$ cat src/rtl/core/fic_pkg.sv
// ----------------------------------------------------------------------------
// fic_pkg
// Shared widths, constants, state and command types of the Fenwick tree
// inversion counter.
// ----------------------------------------------------------------------------
package fic_pkg;

  localparam int VALUE_RANGE = 256;
  localparam int VALUE_BITS  = $clog2(VALUE_RANGE);
  localparam int NODE_BITS   = VALUE_BITS + 1;
  localparam int COUNT_BITS  = 16;
  localparam int TOTAL_BITS  = 30;
  // a prefix walk touches at most VALUE_BITS nodes of COUNT_BITS each
  localparam int ACC_BITS    = COUNT_BITS + $clog2(VALUE_BITS + 1);
  localparam int SUM_BITS    = TOTAL_BITS + 1;

  localparam logic [TOTAL_BITS-1:0] MODULUS       = TOTAL_BITS'(1000000007);
  localparam logic [COUNT_BITS-1:0] COUNT_MAX     = '1;
  localparam logic [VALUE_BITS-1:0] MAX_VALUE_RST = '1;

  typedef enum logic [2:0] {
    ST_IDLE,
    ST_QHI,
    ST_QLO,
    ST_UPD,
    ST_TAIL,
    ST_DONE
  } fic_state_t;

  // what to do with a tree word once it comes back from the memory
  typedef enum logic [1:0] {
    MODE_ADD,
    MODE_SUB,
    MODE_INC
  } fic_mode_t;

  typedef struct packed {
    logic      load;
    logic      seed_val;
    logic      rd_issue;
    logic      walk_up;
    fic_mode_t mode;
    logic      commit;
  } fic_cmd_t;

  typedef struct packed {
    logic node_zero;
    logic node_oob;
    logic err;
    logic val_zero;
    logic rd_pend;
  } fic_sts_t;

endpackage

$ cat src/rtl/core/fic_dp.sv
// ----------------------------------------------------------------------------
// fic_dp
// Datapath: tree memory with valid bits, node walker, prefix accumulator,
// running total, item count and result register.
// ----------------------------------------------------------------------------
module fic_dp (
  input  logic                            clk,
  input  logic                            rst_n,
  input  logic                            cfg_wr_en,
  input  logic [fic_pkg::VALUE_BITS-1:0]  cfg_wr_data,
  input  logic [fic_pkg::VALUE_BITS-1:0]  in_value,
  input  logic                            in_start_req,
  input  fic_pkg::fic_cmd_t               cmd,
  output fic_pkg::fic_sts_t               sts,
  output logic [fic_pkg::TOTAL_BITS-1:0]  out_inversions,
  output logic                            out_error
);
  import fic_pkg::*;

  logic [COUNT_BITS-1:0]  mem [VALUE_RANGE];
  logic [VALUE_RANGE-1:0] valid_r;

  logic [VALUE_BITS-1:0]  max_value_r;
  logic [TOTAL_BITS-1:0]  total_r;
  logic [TOTAL_BITS-1:0]  total_nxt;
  logic [COUNT_BITS-1:0]  count_r;
  logic [VALUE_BITS-1:0]  val_r;
  logic                   err_r;
  logic                   err_nxt;
  logic [NODE_BITS-1:0]   node_r;
  logic [NODE_BITS-1:0]   node_nxt;
  logic [NODE_BITS-1:0]   low_bit;
  logic [ACC_BITS-1:0]    acc_r;
  logic                   rd_pend_r;
  fic_mode_t              rd_mode_r;
  logic [VALUE_BITS-1:0]  rd_node_r;
  logic [COUNT_BITS-1:0]  rd_data_r;
  logic                   rd_vld_r;
  logic [COUNT_BITS-1:0]  cnt;
  logic                   wr_en;
  logic [SUM_BITS-1:0]    sum;
  logic [TOTAL_BITS-1:0]  out_inv_r;
  logic                   out_err_r;

  // tree word seen by the walk: an entry cleared since start reads as zero
  assign cnt   = rd_vld_r ? rd_data_r : '0;
  assign wr_en = rd_pend_r && (rd_mode_r == MODE_INC);

  // item check at load, count taken as cleared when a run starts
  assign err_nxt = (in_value > max_value_r) ||
                   ((in_value != '0) && !in_start_req && (count_r == COUNT_MAX));

  // lowest set bit steps the walk down (query) or up (update)
  assign low_bit = node_r & (~node_r + NODE_BITS'(1));

  always_comb begin
    node_nxt = node_r;
    if (cmd.load) begin
      node_nxt = {1'b0, max_value_r};
    end else if (cmd.seed_val) begin
      node_nxt = {1'b0, val_r};
    end else if (cmd.rd_issue) begin
      node_nxt = cmd.walk_up ? (node_r + low_bit) : (node_r - low_bit);
    end
  end

  // total plus the greater-than count, one subtract brings it back in range
  always_comb begin
    sum = SUM_BITS'(total_r) + SUM_BITS'(acc_r);
    if (sum >= SUM_BITS'(MODULUS)) begin
      total_nxt = TOTAL_BITS'(sum - SUM_BITS'(MODULUS));
    end else begin
      total_nxt = sum[TOTAL_BITS-1:0];
    end
  end

  // tree memory, one write and one registered read a cycle
  always_ff @(posedge clk) begin
    if (wr_en) begin
      mem[rd_node_r] <= cnt + COUNT_BITS'(1);
    end
    if (cmd.rd_issue) begin
      rd_data_r <= mem[node_r[VALUE_BITS-1:0]];
    end
  end

  // control state: config, total, count, valid bits, read pipeline flag
  always_ff @(posedge clk) begin
    if (!rst_n) begin
      max_value_r <= MAX_VALUE_RST;
      total_r     <= '0;
      count_r     <= '0;
      valid_r     <= '0;
      rd_pend_r   <= 1'b0;
    end else begin
      if (cfg_wr_en) begin
        max_value_r <= cfg_wr_data;
      end
      rd_pend_r <= cmd.rd_issue;
      if (cmd.load && in_start_req) begin
        valid_r <= '0;
        total_r <= '0;
        count_r <= '0;
      end else if (cmd.commit && !err_r) begin
        total_r <= total_nxt;
        if (val_r != '0) begin
          count_r <= count_r + COUNT_BITS'(1);
        end
      end
      if (wr_en) begin
        valid_r[rd_node_r] <= 1'b1;
      end
    end
  end

  // payload registers of the walk
  always_ff @(posedge clk) begin
    node_r <= node_nxt;
    if (cmd.load) begin
      val_r <= in_value;
      err_r <= err_nxt;
    end
    if (cmd.rd_issue) begin
      rd_mode_r <= cmd.mode;
      rd_node_r <= node_r[VALUE_BITS-1:0];
      rd_vld_r  <= valid_r[node_r[VALUE_BITS-1:0]];
    end
    if (cmd.load) begin
      acc_r <= '0;
    end else if (rd_pend_r) begin
      case (rd_mode_r)
        MODE_ADD: acc_r <= acc_r + ACC_BITS'(cnt);
        MODE_SUB: acc_r <= acc_r - ACC_BITS'(cnt);
        default:  acc_r <= acc_r;
      endcase
    end
  end

  // result word
  always_ff @(posedge clk) begin
    if (cmd.commit) begin
      out_inv_r <= err_r ? total_r : total_nxt;
      out_err_r <= err_r;
    end
  end

  assign out_inversions = out_inv_r;
  assign out_error      = out_err_r;

  assign sts.node_zero = (node_r == '0);
  assign sts.node_oob  = node_r[NODE_BITS-1];
  assign sts.err       = err_r;
  assign sts.val_zero  = (val_r == '0);
  assign sts.rd_pend   = rd_pend_r;

endmodule

$ cat src/rtl/core/fic_ctrl.sv
// ----------------------------------------------------------------------------
// fic_ctrl
// Controller: sequences the two prefix walks and the update walk of one
// word and owns the handshakes.
// ----------------------------------------------------------------------------
module fic_ctrl (
  input  logic              clk,
  input  logic              rst_n,
  input  logic              in_valid,
  output logic              in_stall,
  output logic              out_valid,
  input  logic              out_stall,
  input  fic_pkg::fic_sts_t sts,
  output fic_pkg::fic_cmd_t cmd
);
  import fic_pkg::*;

  fic_state_t state_r;
  fic_state_t state_nxt;
  logic       out_valid_r;
  logic       out_valid_nxt;
  logic       slot_free;

  assign slot_free = !out_valid_r || !out_stall;

  // state and result flag registers
  always_ff @(posedge clk) begin
    if (!rst_n) begin
      state_r     <= ST_IDLE;
      out_valid_r <= 1'b0;
    end else begin
      state_r     <= state_nxt;
      out_valid_r <= out_valid_nxt;
    end
  end

  // next state and datapath commands
  always_comb begin
    state_nxt     = state_r;
    cmd           = '0;
    cmd.mode      = MODE_ADD;
    out_valid_nxt = out_valid_r && out_stall;
    in_stall      = (state_r != ST_IDLE);
    case (state_r)
      ST_IDLE: begin
        if (in_valid) begin
          cmd.load  = 1'b1;
          state_nxt = ST_QHI;
        end
      end
      ST_QHI: begin
        if (sts.err) begin
          state_nxt = ST_DONE;
        end else if (sts.node_zero) begin
          cmd.seed_val = 1'b1;
          state_nxt    = ST_QLO;
        end else begin
          cmd.rd_issue = 1'b1;
          cmd.mode     = MODE_ADD;
        end
      end
      ST_QLO: begin
        if (sts.node_zero) begin
          if (sts.val_zero) begin
            state_nxt = ST_TAIL;
          end else begin
            cmd.seed_val = 1'b1;
            state_nxt    = ST_UPD;
          end
        end else begin
          cmd.rd_issue = 1'b1;
          cmd.mode     = MODE_SUB;
        end
      end
      ST_UPD: begin
        if (sts.node_zero || sts.node_oob) begin
          state_nxt = ST_TAIL;
        end else begin
          cmd.rd_issue = 1'b1;
          cmd.walk_up  = 1'b1;
          cmd.mode     = MODE_INC;
        end
      end
      ST_TAIL: begin
        state_nxt = ST_DONE;
      end
      ST_DONE: begin
        if (slot_free) begin
          cmd.commit    = 1'b1;
          out_valid_nxt = 1'b1;
          state_nxt     = ST_IDLE;
        end
      end
      default: begin
        state_nxt = ST_IDLE;
      end
    endcase
  end

  assign out_valid = out_valid_r;

endmodule

$ cat src/rtl/core/fenwick_inversion_counter_unit.sv
// ----------------------------------------------------------------------------
// fenwick_inversion_counter_unit
// Streaming inversion counter over a Fenwick tree of per-value counts.
// ----------------------------------------------------------------------------
// One word is worked at a time. The bound walk reads up to 8 nodes. The value
// walk and the update walk together read up to 9 nodes. A zero value skips the
// update walk, and a rejected word skips all walks. The time is set by the
// single tree memory, which is read one node per cycle. The next word is taken
// while the previous result still waits. A finished word then holds in its last
// state until the result slot frees. Reset and start clear the tree at once
// through per-entry valid bits, so there is no clearing pass.
module fenwick_inversion_counter_unit (
  input  logic                            clk,
  input  logic                            rst_n,
  input  logic                            cfg_wr_en,
  input  logic [fic_pkg::VALUE_BITS-1:0]  cfg_wr_data,
  input  logic                            in_valid,
  output logic                            in_stall,
  input  logic [fic_pkg::VALUE_BITS-1:0]  in_value,
  input  logic                            in_start_req,
  output logic                            out_valid,
  input  logic                            out_stall,
  output logic [fic_pkg::TOTAL_BITS-1:0]  out_inversions,
  output logic                            out_error
);
  import fic_pkg::*;

  fic_cmd_t cmd;
  fic_sts_t sts;

  // sequencer
  fic_ctrl u_ctrl (
    .clk       (clk),
    .rst_n     (rst_n),
    .in_valid  (in_valid),
    .in_stall  (in_stall),
    .out_valid (out_valid),
    .out_stall (out_stall),
    .sts       (sts),
    .cmd       (cmd)
  );

  // tree, accumulator and total
  fic_dp u_dp (
    .clk            (clk),
    .rst_n          (rst_n),
    .cfg_wr_en      (cfg_wr_en),
    .cfg_wr_data    (cfg_wr_data),
    .in_value       (in_value),
    .in_start_req   (in_start_req),
    .cmd            (cmd),
    .sts            (sts),
    .out_inversions (out_inversions),
    .out_error      (out_error)
  );

`ifndef SYNTHESIS
  // a taken word keeps the input side closed on the next cycle
  a_busy_after_take: assert property (@(posedge clk) disable iff (!rst_n)
    in_valid && !in_stall |=> in_stall)
    else $error("input taken while previous word still in work");

  // the running total stays reduced
  a_total_reduced: assert property (@(posedge clk) disable iff (!rst_n)
    out_valid |-> (out_inversions < MODULUS))
    else $error("inversion total not reduced");

  // no tree read is in flight while the block is idle
  a_no_read_idle: assert property (@(posedge clk) disable iff (!rst_n)
    !in_stall |-> !sts.rd_pend)
    else $error("tree read pending while idle");
`endif

endmodule
$ cat config.mk
export PLATFORM = sky130hd
export DESIGN_NAME = fenwick_inversion_counter_unit
export DESIGN_NICKNAME = d
export VERILOG_FILES = /design/src/rtl/core/fic_pkg.sv /design/src/rtl/core/fic_dp.sv /design/src/rtl/core/fic_ctrl.sv /design/src/rtl/core/fenwick_inversion_counter_unit.sv
export SDC_FILE = /design/constraint.sdc
export NUM_CORES = 2
export LEC_CHECK = 0
export BUFFER_PORTS_ARGS = -buffer_cell sky130_fd_sc_hd__clkbuf_2
export CORE_MARGIN = 2
export CORE_UTILIZATION = 57
export CTS_CLUSTER_DIAMETER = 120
export DETAILED_ROUTE_END_ITERATION = 8
export PLACE_DENSITY = 0.75
export SETUP_SLACK_MARGIN = 0.05
export SLEW_MARGIN = 20
export SYNTH_ARGS = -nofsm -noshare
export SYNTH_HDL_FRONTEND = slang
export SYNTH_HIERARCHICAL = 1
export SYNTH_SLANG_ARGS = --single-unit
$ cat constraint.sdc
create_clock -name clk -period 18.05 [get_ports clk]
set_clock_uncertainty 0.1 [all_clocks]
set_input_delay 1.805 -clock clk [delete_from_list [all_inputs] [get_ports clk]]
set_output_delay 1.805 -clock clk [all_outputs]
set_load 0.01 [all_outputs]
==> metrics.md <==
| Metric | Value |
|---|---|
| Status | finished, final reports clean |
| Drt pass-1 iters | 8 |
| HP Class | reg2reg |
| Mapped Cells | between 8k and 9k |
| Final Cycle Share | 42.0% |
| Nets@finish | between 9k and 10k |
| CTS tree | yes |
| Max_cap viols | 0 |
| Num CTS Buffers | 430 |
| Final cell count without fillers | ~13k |
| Met2 Use GR | between 40 and 50% |
| R2r setup slk | roughly 10 ns |
| DPL Wire Length | around 250000 um |
| Hold Worst Slack | roughly 0.35 ns |
| Synth Net Count | between 8k and 9k |
| Syn avg cell area | ~21 sq um |
| Clock edge transition at the registers on the reported setup and hold paths | approximately 0.060 ns |
| Max Fclk | about 130 MHz |
| Final Cell Area | between 150000 and 200000 sq um |
| CP bufs+invs | 5 |
| Core area | between 300000 and 400000 sq um |
| DR iter-0 viols | 15.5k |
| CTS root buf | clkbuf_16 |
| # setup viols final | 0 |
| Cts hold-fix bufs | 0 |
| Synth warn | 6 |
| Max stage delay cell, worst path | buf_4 |
| Critical path launch point type | flop |
| Final Util | around 64% |
| Most Used Layer, Global Route | met2 |
| Placed cells | ~13k |
| Die X | around 560 um |
| Detail Route Antenna Nets | 0 |
| Leak | 63.0 nW |
| Total gr overflow | 0 |
| CTS-repair resized insts | 0 |
| Worst-Skew Late Latency | 1.01 ns |
| Clock power frac | about a third |
| Via density | 6.87 |
| Final WL | 465000 um |
| Initial Utilization | 57.3% |
| Antenna violations before repair | 33 |
| Grt met1 use | between 40% and 50% |
| Area delta synth->final | 11.9% |
| Crit end category | flop |
| CP Max Fanout | 69 |
| Power Internal | approximately 20 mW |
| Worst rel slew slack | 18.4% |
| Share of cells above drive strength 1 | 27.8% |
| RD Place Congestion | 0.879 |
| Place WS | roughly 11 ns |
| Post-route minimum period | 7.59 ns |
| Vias in the first global route | 91.9k |
| Crit-path cells | buf_4 > buf_4 > buf_4 > buf_4 > buf_4 > mux4_2 > mux4_2 > mux4_2 > mux2i_1 > a21oi_1 |
| Arrival @ worst endpoint | just over 8 ns |
| Post-CTS setup buffers | 0 |
| Sequential power share | 44.7% |
| DR vias | between 90k and 100k |
| RSZ-0062 raised after global routing | no |
| Crit path max-delay family | buffers and inverters |
| # IOs | between 50 and 60 |
| WP data required | 18.62 ns |
| Final Power | around 28 mW |
| Final Hold Fails | 0 |
| DRC viols | 0 |
| Switch share | a little under 30% |
| Largest net degree at the start of global routing | approximately 260 |
| Mapped Area | approximately 180000 sq um |
| First-pass GRT wire length | approximately 660000 um |
| Routed WL per cell | about 35 um |
| Worst vdd ir | around 170 uV |
| Clock buffer depth | 4 |
| Slew @ Worst Pin | approximately 1.2 ns |
| Pwr dens | 139 nW/um^2 |
| Setup WS post-layout | about 10 ns |
| Total track usage | slightly below 30% |
| NetSw | around 8 mW |
| Die H | 562 um |
| Met3 Use GR | roughly 6.5% |
| H-tree depth | 5 |
| Fin Setup TNS | 0 ns |
| Port Buf Inserts | 54 |
| Combinational Power Share | between 20% and 30% |
| Placed Area | ~180000 sq um |
| Sink Count | 4507 |
| Slew Limit Fails | 0 |
| Worst path max stage delay | a little over 0.9 ns |
| Crit Path Class | reg2reg |
| Cell mode on critical path | buf_4 |
| Cell Rows | just over 200 |
| Die ar. | about 320000 sq um |
## state kept, by name, indices dropped and copies added, names as in the netlist, 2 cells and up
signal,flops
u_dp/total_r,30
u_dp/valid_r,256
u_dp/rd_mode_r,2
u_dp/out_inversions,30
u_dp/acc_r,20
u_ctrl/state_r,3
u_dp/node_r,9
u_dp/max_value_r,8
u_dp/rd_node_r,8
u_dp/rd_data_r,16
u_dp/mem,4096
u_dp/count_r,16
u_dp/val_r,8
## cells in the final DEF (no fill, tap or decap), types with 88 or more instances in the layout
cell type / instances
edfxtp_1: 4171
nand2_1: 410
a21oi_1: 117
clkbuf_1: 106
dfxtp_1: 336
clkinv_1: 88
buf_4: 387
nor2_1: 344
o21ai_0: 350
mux4_2: 1354
clkbuf_16: 437
mux2i_1: 108
## area by class of cell
cell class,instances,area (sq um)
Inverter,42,160
Multi-Input combinational cell,3489,43400
Fill cell,19600,111000
Sequential cell,4507,132000
Antenna cell,10,25.0
Timing Repair Buffer,466,3640
Clock inverter,252,2640
Tap cell,4120,5150
Clock buffer,551,11400
## layer usage
layer | routed length (um) | part of all wire (%)
met1 | 164000 | 35
met2 | 220000 | 47
met3 | 59900 | 13
met4 | 20200 | 4.3
met5 | 88 | 0.019
## path summary, 6_finish.rpt
path                                 from                            to  cells after the start
max reg2reg      u_dp/node_r[1]$_DFFE_PP_   u_dp/rd_data_r[0]$_DFFE_PP_                     10
min reg2reg  u_dp/valid_r[130]$_SDFF_PN0_  u_dp/valid_r[130]$_SDFF_PN0_                      2
max              u_dp/node_r[1]$_DFFE_PP_   u_dp/rd_data_r[0]$_DFFE_PP_                     10
min          u_dp/valid_r[130]$_SDFF_PN0_  u_dp/valid_r[130]$_SDFF_PN0_                      2
## worst register-to-register path, stage by stage, from the launching register on
cell,delay (ns)
edfxtp_1,0.33
buf_4,0.55
buf_4,0.87
buf_4,0.96
buf_4,0.95
buf_4,0.94
mux4_2,0.47
mux4_2,0.50
mux4_2,0.55
mux2i_1,0.87
a21oi_1,0.20
## power groups by stage
| stage | combinational [mW] | clock, mW | sequential, mW |
|---|---|---|---|
| detailed placement | 6.06 | 0 | 12.5 |
| CTS | 6.13 | 9.09 | 12.3 |
| finish | 6.23 | 9.01 | 12.3 |
| floorplan | 3.67 | 0 | 12.8 |
| global route | 6.45 | 9.47 | 12.3 |
| global placement | 5.94 | 0 | 12.5 |
Power figures use the tool's default switching activity.
